### config.mk
export PLATFORM = sky130hd
export DESIGN_NAME = frqg_cfg
export DESIGN_NICKNAME = d
export VERILOG_FILES = /design/src/frqg_pkg.sv /design/src/frqg_cfg.sv
export SDC_FILE = /design/constraint.sdc
export NUM_CORES = 1
export LEC_CHECK = 0
export BUFFER_PORTS_ARGS = -buffer_cell sky130_fd_sc_hd__buf_2
export CORE_ASPECT_RATIO = 0.6
export CORE_MARGIN = 4
export CORE_UTILIZATION = 35
export CTS_CLUSTER_DIAMETER = 120
export DETAILED_ROUTE_END_ITERATION = 10
export MAX_ROUTING_LAYER = met4
export PLACE_DENSITY = 0.79
export SLEW_MARGIN = 20
export SYNTH_ARGS = -nofsm -noshare
export SYNTH_HDL_FRONTEND = slang
export SYNTH_SLANG_ARGS = --single-unit
### constraint.sdc
create_clock -name i_clk -period 0.8 [get_ports i_clk]
set_input_delay 0.04 -clock i_clk [delete_from_list [all_inputs] [get_ports i_clk]]
set_output_delay 0.04 -clock i_clk [all_outputs]
set_load 0.02 [all_outputs]
### src/frqg_pkg.sv
package frqg_pkg;

    localparam int DEPTH_DEF = 512;
    localparam logic [31:0] WINDOW_MS = 32'd5000;

    localparam int NOW_W   = 32;
    localparam int LVL_W   = 3;
    localparam int FC_W    = 10;
    localparam int EFF_W   = 5;
    localparam int CRE_W   = 5;
    localparam int ITM_W   = 5;
    localparam int TXT_W   = 10;
    localparam int MAP_W   = 7;
    localparam int FORE_W  = 6;
    localparam int FPS_W   = 10;
    localparam int FRC_W   = 4;
    localparam int OUT_W   = 56;

    localparam int APB_AW  = 3;
    localparam int APB_DW  = 32;

    // register indexes, decoded from paddr[2]
    localparam logic REG_FORCED = 1'b0;
    localparam logic REG_MAXFPS = 1'b1;

    localparam logic OP_FRAME   = 1'b0;
    localparam logic OP_REFRESH = 1'b1;

    localparam logic [LVL_W-1:0] LVL_MAX = 3'd4;

    typedef struct packed {
        logic capture;
        logic push;
        logic refresh;
        logic rd_issue;
        logic pop;
        logic apply_forced;
        logic adapt_start;
        logic adapt_inc;
        logic adapt_dec;
        logic load_out;
    } t_cmd;

    typedef struct packed {
        logic is_refresh;
        logic many_held;
        logic pop_due;
        logic forced;
        logic update_due;
        logic out_busy;
    } t_status;

    function automatic logic [EFF_W-1:0] tab_effects(input logic [LVL_W-1:0] lv);
        logic [EFF_W-1:0] v;
        unique case (lv)
            3'd0:    v = 5'd20;
            3'd1:    v = 5'd10;
            3'd2:    v = 5'd7;
            3'd3:    v = 5'd4;
            default: v = 5'd2;
        endcase
        return v;
    endfunction

    function automatic logic [CRE_W-1:0] tab_creatures(input logic [LVL_W-1:0] lv);
        logic [CRE_W-1:0] v;
        unique case (lv)
            3'd0:    v = 5'd20;
            3'd1:    v = 5'd10;
            3'd2:    v = 5'd7;
            3'd3:    v = 5'd5;
            default: v = 5'd3;
        endcase
        return v;
    endfunction

    function automatic logic [TXT_W-1:0] tab_texts(input logic [LVL_W-1:0] lv);
        logic [TXT_W-1:0] v;
        unique case (lv)
            3'd0:    v = 10'd1000;
            3'd1:    v = 10'd50;
            3'd2:    v = 10'd30;
            3'd3:    v = 10'd15;
            default: v = 10'd5;
        endcase
        return v;
    endfunction

    function automatic logic [MAP_W-1:0] tab_map(input logic [LVL_W-1:0] lv);
        logic [MAP_W-1:0] v;
        unique case (lv)
            3'd0:    v = 7'd0;
            3'd1:    v = 7'd10;
            3'd2:    v = 7'd20;
            3'd3:    v = 7'd50;
            default: v = 7'd100;
        endcase
        return v;
    endfunction

    function automatic logic [FORE_W-1:0] tab_fore(input logic [LVL_W-1:0] lv);
        logic [FORE_W-1:0] v;
        unique case (lv)
            3'd0:    v = 6'd0;
            3'd1:    v = 6'd20;
            3'd2:    v = 6'd40;
            3'd3:    v = 6'd50;
            default: v = 6'd60;
        endcase
        return v;
    endfunction

endpackage

### src/frqg_cfg.sv
module frqg_cfg (
    input  logic                        i_clk,
    input  logic                        i_rst_n,
    input  logic                        psel,
    input  logic                        penable,
    input  logic                        pwrite,
    input  logic [frqg_pkg::APB_AW-1:0] paddr,
    input  logic [frqg_pkg::APB_DW-1:0] pwdata,
    output logic [frqg_pkg::APB_DW-1:0] prdata,
    output logic                        pready,
    output logic [frqg_pkg::FRC_W-1:0]  o_forced_level,
    output logic [frqg_pkg::FPS_W-1:0]  o_max_fps
);
    import frqg_pkg::*;

    logic [FRC_W-1:0] r_forced;
    logic [FPS_W-1:0] r_max_fps;
    logic             wr_en;

    assign pready = 1'b1;
    assign wr_en  = psel & penable & pwrite & pready;

    always_ff @(posedge i_clk) begin
        if (!i_rst_n) begin
            r_forced  <= 4'hF;
            r_max_fps <= '0;
        end else if (wr_en) begin
            if (paddr[2] == REG_FORCED) begin
                r_forced <= pwdata[FRC_W-1:0];
            end else begin
                r_max_fps <= pwdata[FPS_W-1:0];
            end
        end
    end

    always_comb begin
        if (paddr[2] == REG_FORCED) begin
            prdata = {{(APB_DW-FRC_W){1'b0}}, r_forced};
        end else begin
            prdata = {{(APB_DW-FPS_W){1'b0}}, r_max_fps};
        end
    end

    assign o_forced_level = r_forced;
    assign o_max_fps      = r_max_fps;
endmodule

* After elaboration in Yosys (flattened, before gate mapping)
Cells that the tools add are included.
** Word-level totals
- Bits in registers :: 14
- Output and inout bits :: 47
- Input bits :: 40
** Cells by class
- Reductions and logical operators :: 2
- Bitwise operators :: 3
- Mux-type cells :: 1
** Operator list (count)
- 2-to-1 mux 10 bit :: 1
- AND reduction 2 bit :: 2
- bitwise AND 1 bit :: 2
- NOT 1 bit :: 1

* Longest topological paths before layout
- Word-level depth :: 3
- Gate-level depth with buffers :: 4

* Worst setup path before layout
Ideal clock, no wire load.
- Path type :: reg-to-output
- From :: register r_max_fps[0] (netlist: o_max_fps[0])
- To :: output port prdata[0] (netlist name)
- Path slack :: 0.061 ns
- Data required time :: 0.760 ns
- Arrival :: 0.699 ns
- Stages on the path, launching flop included :: 2
- Cells stage by stage :: dfxtp_1 mux2_2
** On the way
- Longest elaborated chain between the ends :: 1
** Ends and longest elaborated chain
- from (decl) :: RTL line frqg_cfg.sv:17 : logic [FPS_W-1:0] r_max_fps;
- from (signal assigned) :: RTL line frqg_cfg.sv:31 : r_max_fps <= pwdata[FPS_W-1:0];
- 2-to-1 mux 10 bit :: RTL line frqg_cfg.sv:37 : if (paddr[2] == REG_FORCED) begin
- to (decl) :: RTL line frqg_cfg.sv:9 : output logic [frqg_pkg::APB_DW-1:0] prdata,
Every way passes these cells.

* Worst setup path in the final report
- From :: register r_forced[3] (netlist: o_forced_level[3])
- To :: output port prdata[3] (netlist name)
** On the way
- Longest elaborated chain between the ends :: 1
** Ends and longest elaborated chain
- from (decl) :: RTL line frqg_cfg.sv:16 : logic [FRC_W-1:0] r_forced;
- from (signal assigned) :: RTL line frqg_cfg.sv:29 : r_forced <= pwdata[FRC_W-1:0];
- 2-to-1 mux 10 bit :: RTL line frqg_cfg.sv:37
Every way passes these cells.

==> key figures <==
Status
  – Status: complete, but fails checks
  – Violated checks: setup timing

Critical path
  – Setup crit start kind: flop
  – Critical Path RT: 0.76 ns
  – Data arrival time of the worst path: 0.97 ns
  – Crit path capture type: primary output
  – CP peak stage delay: 0.32 ns
  – CP Class: reg -> out
  – CP top delay family: flip-flops
  – CP bufs+invs: 1
  – Critical path peak fanout: 2
  – Cell Chain, Critical Path: mux2_4 -> buf_6
  – Highest-delay cell along the critical path: dfxtp_2

STA
  – Slew Limit Fails: 0
  – Period utilization: 1.26
  – Final Hold Fails: 0
  – Final setup fails: 16
  – Period minus WS final: 1.01 ns
  – RSZ-0062 raised after global routing: true
  – Final worst slack: -0.211 ns
  – Max frequency: 989 MHz
  – Fin Hold WS: 0.0357 ns
  – Setup Skew: 0 ns

Detailed routing
  – DR vias/cell: 4.17
  – Via count: 738
  – Length of the first detailed-routing pass in iterations: 4
  – Drt drc: 0
  – DRT iter0 DRCs: 31
  – Antenna-violating nets left: 0
  – Total Wirelength: 2320 um
  – Per-cell routed wire length: 13.1 um

GRT
  – Initial antenna violation count: 0
  – Gr usage total: 0.145
  – First-pass GRT wire length: 3440 um
  – Vias in the first global route: 731
  – Grt total ovfl: 0
  – Largest net degree at the start of global routing: 15

Clocking
  – Clock slew at reported path FFs: 0.06 ns
  – Clk root buf: clkbuf_8
  – Clk sinks: 14
  – TritonCTS clock tree: done
  – Htree depth: 1
  – Clk_lat worst skew: 0.24 ns
  – TritonCTS Buffers: 3
  – Clock buffer depth: 2

Power
  – Gate power share: 0.241
  – Psw: 0.498 mW
  – Switching power share of the total: 0.290
  – Seq pwr share: 0.423
  – Clock share of power: 0.335
  – Power Density: 1320 nW/um2
  – Int Power: 1.22 mW
  – Leakage: 0.636 nW
  – Maximum vdd drop: 0.555 mV

Synth
  – FF+latch count, synth: 14
  – Seq/Total Area, Yosys: 0.325
  – Mean Syn Cell Area: 8.72 um2
  – Syn Inst Count: 99
  – Synth Cell Area: 863 um2
  – Synth warnings: 0
  – Synth cell types: 12

Finish
  – Final Cell Area: 1310 um2
  – Ant diodes: 0
  – P&R area growth vs syn: 51.2%
  – Nets: 189
  – Footprint of the multi-input gates: 492 um2
  – Share of layout cells above drive strength 1: 0.565
  – # fillers: 188
  – Storage element area: 298 um2
  – Post-layout util: 0.577

Place
  – RD Place Congestion: 0.784
  – DP Worst Slack: -0.0642 ns
  – I/O Buffers: 39
  – Detail Placement HPWL: 1630 um
  – Cell Area, Placed: 1020 um2

Worst hold path
  – HP Class: in -> reg

Die
  – Die Y: 46.5 um
  – Core area: 2260 um2
  – Num ports: 87
  – Die area: 3350 um2
  – Initial Utilization: 0.382
  – Floorplan die width: 72.1 um
  – # rows: 13

Job
  – Max-cap viol count: 0
==> cell usage in the layout (no fill, tap or decap), drive strengths merged <==
cell,n
and2,6
and4b,1
and4,1
conb,23
clkbuf,3
nor2b,8
buf,53
dfxtp,14
mux2,4
nand2,20
mux2i,14
==> cells in the mapped netlist (all sizes together) <==
cell,number,area share
dfxtp,14,0.32
nand2,20,0.087
and2,6,0.043
nor2b,8,0.058
conb,2,0.0087
and4b,1,0.012
buf,29,0.24
mux2i,14,0.16
mux2,4,0.052
and4,1,0.010
==> power groups by stage <==
stage          combinational (mW)  clock (mW)  sequential, mW
2_1_floorplan               0.298           0           0.757
3_3_place_gp                0.329           0           0.737
3_5_place_dp                0.336           0           0.739
4_1_cts                     0.391       0.579           0.726
5_1_grt                     0.441       0.627           0.728
6_report                    0.414       0.576           0.727
==> layer usage <==
layer | vias to the layer above | share of wire | global-route usage
met5 | - | 0 | -
met4 | 0 | 0.033 | 0.0787
met3 | 8 | 0.081 | 0.0566
met2 | 34 | 0.51 | 0.230
met1 | 333 | 0.38 | 0.159
li1 | 363 | - | -
==> timing repair <==
action                                  CTS  global route
gates resized for setup                  55            14
endpoints found under the setup margin   20            25
hold buffers                              0             0
buffers inserted                          5             5
==> flip-flops by register name, summed over array words and instances (netlist names) <==
name / count
o_forced_level: 4
o_max_fps: 10
==> worst min-delay path, delay by kind of cell <==
kind	cells	cell delay (ns)
buffers and inverters	1	0.10
muxes	1	0.05
and+or+nand+nor	1	0.04
==> path summary, 6_finish.rpt <==
path | startpoint | slack, ns | endpoint | depth (start not counted)
setup reg to reg | o_forced_level[2] | -0.04 | o_forced_level[2] | 4
setup / recovery | o_forced_level[3] | -0.21 | prdata[3] | 2
hold / removal | pwdata[8] | 0.04 | o_max_fps[8] | 3
hold reg to reg | o_max_fps[2] | 0.47 | o_max_fps[2] | 2
==> cell families after synthesis <==
kind of cell / after synthesis / synth area share
other cells: 2 / 0.00870
simple gates: 36 / 0.210
flops: 14 / 0.325
buf+inv: 29 / 0.242
mux: 18 / 0.214
==> layout make-up <==
| type | instances | area share |
|---|---|---|
| timing repair buffer | 53 | 0.335 |
| clock buffer | 3 | 0.0316 |
| multi-input combinational | 77 | 0.377 |
| sequential | 14 | 0.228 |
| tap | 30 | 0.0288 |
==> through the flow <==
stage / setup TNS (ns) / cells / power (mW)
finish: -1.56 / 177 / 1.72
global placement: -0.109 / 166 / 1.07
floorplan: 0 / 120 / 1.05
detailed placement: -0.478 / 166 / 1.07
CTS: -1.40 / 174 / 1.70
global route: -1.98 / 177 / 1.80
Power figures use the tool's default switching activity.
