## src/frqg_pkg.sv

```systemverilog
package frqg_pkg;

    localparam int DEPTH_DEF = 512;
    localparam logic [31:0] WINDOW_MS = 32'd5000;

    localparam int NOW_W   = 32;
    localparam int LVL_W   = 3;
    localparam int FC_W    = 10;
    localparam int EFF_W   = 5;
    localparam int CRE_W   = 5;
    localparam int ITM_W   = 5;
    localparam int TXT_W   = 10;
    localparam int MAP_W   = 7;
    localparam int FORE_W  = 6;
    localparam int FPS_W   = 10;
    localparam int FRC_W   = 4;
    localparam int OUT_W   = 56;

    localparam int APB_AW  = 3;
    localparam int APB_DW  = 32;

    // register indexes, decoded from paddr[2]
    localparam logic REG_FORCED = 1'b0;
    localparam logic REG_MAXFPS = 1'b1;

    localparam logic OP_FRAME   = 1'b0;
    localparam logic OP_REFRESH = 1'b1;

    localparam logic [LVL_W-1:0] LVL_MAX = 3'd4;

    typedef struct packed {
        logic capture;
        logic push;
        logic refresh;
        logic rd_issue;
        logic pop;
        logic apply_forced;
        logic adapt_start;
        logic adapt_inc;
        logic adapt_dec;
        logic load_out;
    } t_cmd;

    typedef struct packed {
        logic is_refresh;
        logic many_held;
        logic pop_due;
        logic forced;
        logic update_due;
        logic out_busy;
    } t_status;

    function automatic logic [EFF_W-1:0] tab_effects(input logic [LVL_W-1:0] lv);
        logic [EFF_W-1:0] v;
        unique case (lv)
            3'd0:    v = 5'd20;
            3'd1:    v = 5'd10;
            3'd2:    v = 5'd7;
            3'd3:    v = 5'd4;
            default: v = 5'd2;
        endcase
        return v;
    endfunction

    function automatic logic [CRE_W-1:0] tab_creatures(input logic [LVL_W-1:0] lv);
        logic [CRE_W-1:0] v;
        unique case (lv)
            3'd0:    v = 5'd20;
            3'd1:    v = 5'd10;
            3'd2:    v = 5'd7;
            3'd3:    v = 5'd5;
            default: v = 5'd3;
        endcase
        return v;
    endfunction

    function automatic logic [TXT_W-1:0] tab_texts(input logic [LVL_W-1:0] lv);
        logic [TXT_W-1:0] v;
        unique case (lv)
            3'd0:    v = 10'd1000;
            3'd1:    v = 10'd50;
            3'd2:    v = 10'd30;
            3'd3:    v = 10'd15;
            default: v = 10'd5;
        endcase
        return v;
    endfunction

    function automatic logic [MAP_W-1:0] tab_map(input logic [LVL_W-1:0] lv);
        logic [MAP_W-1:0] v;
        unique case (lv)
            3'd0:    v = 7'd0;
            3'd1:    v = 7'd10;
            3'd2:    v = 7'd20;
            3'd3:    v = 7'd50;
            default: v = 7'd100;
        endcase
        return v;
    endfunction

    function automatic logic [FORE_W-1:0] tab_fore(input logic [LVL_W-1:0] lv);
        logic [FORE_W-1:0] v;
        unique case (lv)
            3'd0:    v = 6'd0;
            3'd1:    v = 6'd20;
            3'd2:    v = 6'd40;
            3'd3:    v = 6'd50;
            default: v = 6'd60;
        endcase
        return v;
    endfunction

endpackage

```

## src/frqg_ctrl.sv

```systemverilog
module frqg_ctrl (
    input  logic              i_clk,
    input  logic              i_rst_n,
    input  logic              i_in_valid,
    output logic              o_in_ready,
    input  frqg_pkg::t_status i_status,
    output frqg_pkg::t_cmd    o_cmd
);
    import frqg_pkg::*;

    localparam logic [2:0] S_IDLE  = 3'd0;
    localparam logic [2:0] S_PUSH  = 3'd1;
    localparam logic [2:0] S_RDREQ = 3'd2;
    localparam logic [2:0] S_CHECK = 3'd3;
    localparam logic [2:0] S_LEVEL = 3'd4;
    localparam logic [2:0] S_INC   = 3'd5;
    localparam logic [2:0] S_DEC   = 3'd6;
    localparam logic [2:0] S_DONE  = 3'd7;

    logic [2:0] r_state;
    logic [2:0] n_state;

    assign o_in_ready = (r_state == S_IDLE);

    always_comb begin
        n_state = r_state;
        o_cmd   = '0;
        unique case (r_state)
            S_IDLE: begin
                if (i_in_valid) begin
                    o_cmd.capture = 1'b1;
                    n_state = S_PUSH;
                end
            end
            S_PUSH: begin
                if (i_status.is_refresh) begin
                    o_cmd.refresh = 1'b1;
                    n_state = S_DONE;
                end else begin
                    o_cmd.push = 1'b1;
                    n_state = S_RDREQ;
                end
            end
            S_RDREQ: begin
                // the newest entry always stays
                if (i_status.many_held) begin
                    o_cmd.rd_issue = 1'b1;
                    n_state = S_CHECK;
                end else begin
                    n_state = S_LEVEL;
                end
            end
            S_CHECK: begin
                if (i_status.pop_due) begin
                    o_cmd.pop = 1'b1;
                    n_state = S_RDREQ;
                end else begin
                    n_state = S_LEVEL;
                end
            end
            S_LEVEL: begin
                if (i_status.forced) begin
                    o_cmd.apply_forced = 1'b1;
                    n_state = S_DONE;
                end else if (i_status.update_due) begin
                    o_cmd.adapt_start = 1'b1;
                    n_state = S_INC;
                end else begin
                    n_state = S_DONE;
                end
            end
            S_INC: begin
                o_cmd.adapt_inc = 1'b1;
                n_state = S_DEC;
            end
            S_DEC: begin
                o_cmd.adapt_dec = 1'b1;
                n_state = S_DONE;
            end
            S_DONE: begin
                if (!i_status.out_busy) begin
                    o_cmd.load_out = 1'b1;
                    n_state = S_IDLE;
                end
            end
            default: n_state = S_IDLE;
        endcase
    end

    always_ff @(posedge i_clk) begin
        if (!i_rst_n) begin
            r_state <= S_IDLE;
        end else begin
            r_state <= n_state;
        end
    end
endmodule

```

## config.mk

```make
export PLATFORM = sky130hd
export DESIGN_NAME = frqg_ctrl
export DESIGN_NICKNAME = d
export VERILOG_FILES = /design/src/frqg_pkg.sv /design/src/frqg_ctrl.sv
export SDC_FILE = /design/constraint.sdc
export NUM_CORES = 1
export LEC_CHECK = 0
export BUFFER_PORTS_ARGS = -buffer_cell sky130_fd_sc_hd__clkbuf_2
export CAP_MARGIN = 10
export CORE_AREA = 4 4 41 43
export CTS_CLUSTER_DIAMETER = 200
export DETAILED_ROUTE_END_ITERATION = 12
export DIE_AREA = 0 0 45 47
export PLACE_DENSITY_LB_ADDON = 0.1
export SETUP_SLACK_MARGIN = 0.4
export SYNTH_ARGS = -nofsm -noshare
export SYNTH_HDL_FRONTEND = slang
export SYNTH_SLANG_ARGS = --single-unit
export TNS_END_PERCENT = 100
```

## constraint.sdc

```tcl
create_clock -name i_clk -period 2.8 [get_ports i_clk]
set_input_delay 0.28 -clock i_clk [delete_from_list [all_inputs] [get_ports i_clk]]
set_output_delay 0.28 -clock i_clk [all_outputs]
set_load 0.01 [all_outputs]
```

==> Yosys cells after proc, flatten, opt, wreduce, memory -nomap -nowiden <==
Cells that the tools add are included.
{ "classes": {"mux": 25, "n_eq_ne": 9, "reduce_logical": 2} }
{ "ops": {"columns": ["cell", "n"], "rows": [
  ["3-bit case mux with 8 select lines", 1],
  ["3-bit two-way mux", 6],
  ["1-bit two-way mux", 15],
  ["3-bit == test (second input constant)", 4],
  ["3-bit by 2-bit == test with 1-bit output (second input constant)", 2],
  ["2-bit two-way mux", 3],
  ["2-bit != test (second input constant)", 2],
  ["3-bit by 1-bit == test with 1-bit output (second input constant)", 1],
  ["3-bit zero test", 1],
  ["2-bit AND reduction", 1]
]} }
{ "totals": {"reg_bits": 3, "input_bits": 9} }

==> Depth between registers and ports, before layout <==
{ "logic_depth": {"depth_word": 3, "depth_mapped": 5} }

==> Worst setup path after synthesis <==
OpenSTA, ideal clock, no wires.
{ "synth_timing": {"path_kind": "register to output", "from": "register r_state[2]", "to": "output port o_cmd[7] (netlist bit)", "path_slack_ns": 1.509, "required_ns": 2.520, "path_stages_with_launch": 4, "t_arrival_ns": 1.011, "path_buffers": 2, "path_cell_list": "dfxtp_1 > buf_6 > buf_6 > nor4b_1"} }
{ "synth_lines": {"columns": ["element", "line", "rtl"], "rows": [
  ["start, declared", "frqg_ctrl.sv:20", "logic [2:0] r_state;"],
  ["start signal, assigned", "frqg_ctrl.sv:94", "r_state <= n_state;"],
  ["end, declared", "frqg_ctrl.sv:7", "output frqg_pkg::t_cmd o_cmd"]
]} }

==> key figures <==
Synth
  – Post-synth top flop: dfxtp_1
  – Synth Area per Inst: 7.64 um^2
  – Distinct cell type count after synthesis: 25
  – Synth Warn #: 0
  – Synthesized flop and latch total: 3
  – Cells after Synth: 47
  – Synth top cells by count: nor2_1 (6), buf_6 (5), nand2_1 (5)
  – Post-synthesis net count: 56
  – Register area share after synthesis: 16.7%
  – Most frequent cell after synthesis: nor2_1
  – Asr flop ratio synth: 0%
  – Post-synth EDFFs: 0
  – Synthesized area: 359 um^2
  – Area leader, netlist: dfxtp_1
  – Ranking of synthesized cells by area: dfxtp_1 (17%), buf_6 (16%), nor2_1 (6.3%)
  – Post-synth top area share: 16.7%

Timing
  – Worst Max-Slew Pin Slew: 0.679 ns
  – Layout Skew: 0.00337 ns
  – Slew Limit Fails: 0
  – Rel. slew slack: 54.7%
  – RSZ-0062 raised after global routing: false
  – Final worst path period share: 62.1%
  – Min Hold Slack: 0.281 ns
  – Final worst setup slack: 1.06 ns
  – Final hold vios: 0
  – Final setup viols: 0
  – Achievable frequency: 575 MHz
  – TNS Setup: 0 ns
  – Minimum clock period: 1.74 ns

Clock network
  – Post-CTS Setup Inserts: 0
  – CTS Sinks: 3
  – Clock Latency Late Sink: 0.23 ns
  – CTS tree: done
  – CTS buffer count: 3
  – Clk root buf: clkbuf_4
  – Clock slew at reported path FFs: 0.04 ns
  – Hold-fix buffers, CTS: 0
  – Max H-tree Level: 1
  – Post_cts resized: 0
  – Clock Path Buffers: 2

Worst setup path
  – Worst setup EP type: primary output
  – R2r setup slk: 1.37 ns
  – CP Launch Type: register
  – Crit Path Max Fanout: 13
  – Slowest stage delay, CP: 0.61 ns
  – Worst Reg-to-Reg Cells: 4
  – Reg2Reg Launch Point: r_state[1]$_SDFFE_PN0P_
  – Crit path kind: reg2out
  – Critical path startpoint: r_state[0]$_SDFFE_PN0P_
  – CP arrival: 1.46 ns
  – Worst-path cell chain: inv_2, nor4b_1, clkbuf_2
  – Crit path max-delay family: flip-flops
  – Slowest cell on the critical path: dfxtp_1
  – WP buf/inv: 2
  – Endpoint of the worst register-to-register path: r_state[1]$_SDFFE_PN0P_
  – WP data required: 2.52 ns

Route
  – Vias post-DR: 378
  – DRC: 0
  – Starting DRC count in detailed routing: 7
  – Routed vias/inst: 4.73
  – Routed Antenna Nets: 0
  – DR WL/cell: 11.2 um
  – Final wirelength: 896 um
  – First-pass DRT Iterations: 4

Layout
  – Layout area overhead: 23.3%
  – Share of cells above drive strength 1: 41.5%
  – Non-filler cells, final: 80
  – Final Net Count: 75
  – Biggest register: r_state
  – Number of flip-flops in the largest register: 3
  – Biggest regs: r_state: 3 flops
  – # diodes: 0

Outcome
  – Outcome: finished, final reports clean

Floorplan
  – Die height: 47 um
  – I/O pin count: 20
  – # rows: 13
  – DIE AREA: 2120 um^2
  – Starting density of the core: 27.6%
  – DIE WIDTH: 45 um
  – Core area: 1300 um^2

Pwr
  – Static Leak: 0.215 nW
  – Max VDD drop: 0.168 mV
  – PD cells: 665 nW/um^2
  – Total power: 0.294 mW

Min path
  – Hold wc startpoint: i_rst_n
  – Hold WC Path Type: in2reg
  – Hold depth: 3
  – Worst Hold Endpoint: r_state[0]$_SDFFE_PN0P_

GRT
  – Gr ovfl total: 0
  – Gr usage total: 9.07%
  – Vias in the first global route: 361
  – First-pass GRT wire length: 1410 um
  – Largest net degree at the start of global routing: 22
  – Initial antenna violation count: 0

Placed design
  – Dpl cells: 76
  – Port Buffers: 19
  – HPWL after detailed placement: 659 um
  – Post-Place Setup Slack: 1.30 ns
  – RePlAce Congestion: 0.718

Flow run
  – Max-cap violations: 0
logic make-up after synthesis:
family | Yosys count | synth area share (%)
compound gates | 11 | 23.7
simple gates | 25 | 40.8
buf+inv | 8 | 18.8
flops | 3 | 16.7
worst register-to-register path, stage by stage (launching register included):
cell and delay, ns:
dfxtp_1 0.75, nor2_1 0.09, o2bb2ai_1 0.15, a221oi_1 0.25, nor2b_1 0.07
power by group:
| part | internal, mW | total (mW) | leakage, nW | switching [mW] |
|---|---|---|---|---|
| combinational | 0.0597 | 0.117 | 0.175 | 0.0570 |
| sequential | 0.0537 | 0.103 | 0.0249 | 0.0496 |
| clock | 0.0533 | 0.0744 | 0.0150 | 0.0211 |
| total | 0.167 | 0.294 | 0.215 | 0.128 |
worst max-delay path by stage:
stage                     to  depth (start not counted)
floorplan           o_cmd[7]                          3
global placement    o_cmd[5]                          4
detailed placement  o_cmd[7]                          3
CTS                 o_cmd[7]                          3
global route        o_cmd[7]                          3
finish              o_cmd[7]                          3
per-stage QoR:
| stage | util (%) | instance area [um^2] |
|---|---|---|
| 4_1_cts | 34.0 | 443 |
| 6_report | 34.0 | 443 |
| 2_1_floorplan | - | 359 |
| 5_1_grt | 34.0 | 443 |
| 3_3_place_gp | 32.0 | 417 |
| 3_5_place_dp | 32.0 | 417 |
area by class of cell:
class / instances / area, um^2
multi-input combinational: 36 / 231
tap: 15 / 18.8
inverter: 3 / 11.3
clock buffer: 4 / 26.3
fill: 147 / 858
sequential: 3 / 60.1
timing repair buffer: 19 / 95.1
metal layers:
| metal | track usage (%) | wire, um | up-vias |
|---|---|---|---|
| met5 | 0 | 0 | - |
| met3 | 0.766 | 67 | 0 |
| met1 | 11.3 | 404 | 160 |
| met4 | 7.02 | 0 | 0 |
| li1 | - | - | 205 |
| met2 | 14.4 | 424 | 13 |
placed cells by master (no fill, tap or decap), types with 2 or more instances in the layout:
| master | count |
|---|---|
| a221oi_1 | 2 |
| and3_1 | 3 |
| inv_1 | 2 |
| clkbuf_2 | 19 |
| nand2_1 | 5 |
| dfxtp_1 | 3 |
| clkbuf_4 | 3 |
| nor2_1 | 6 |
| a21oi_1 | 4 |
(Power assumes the default switching activity.)
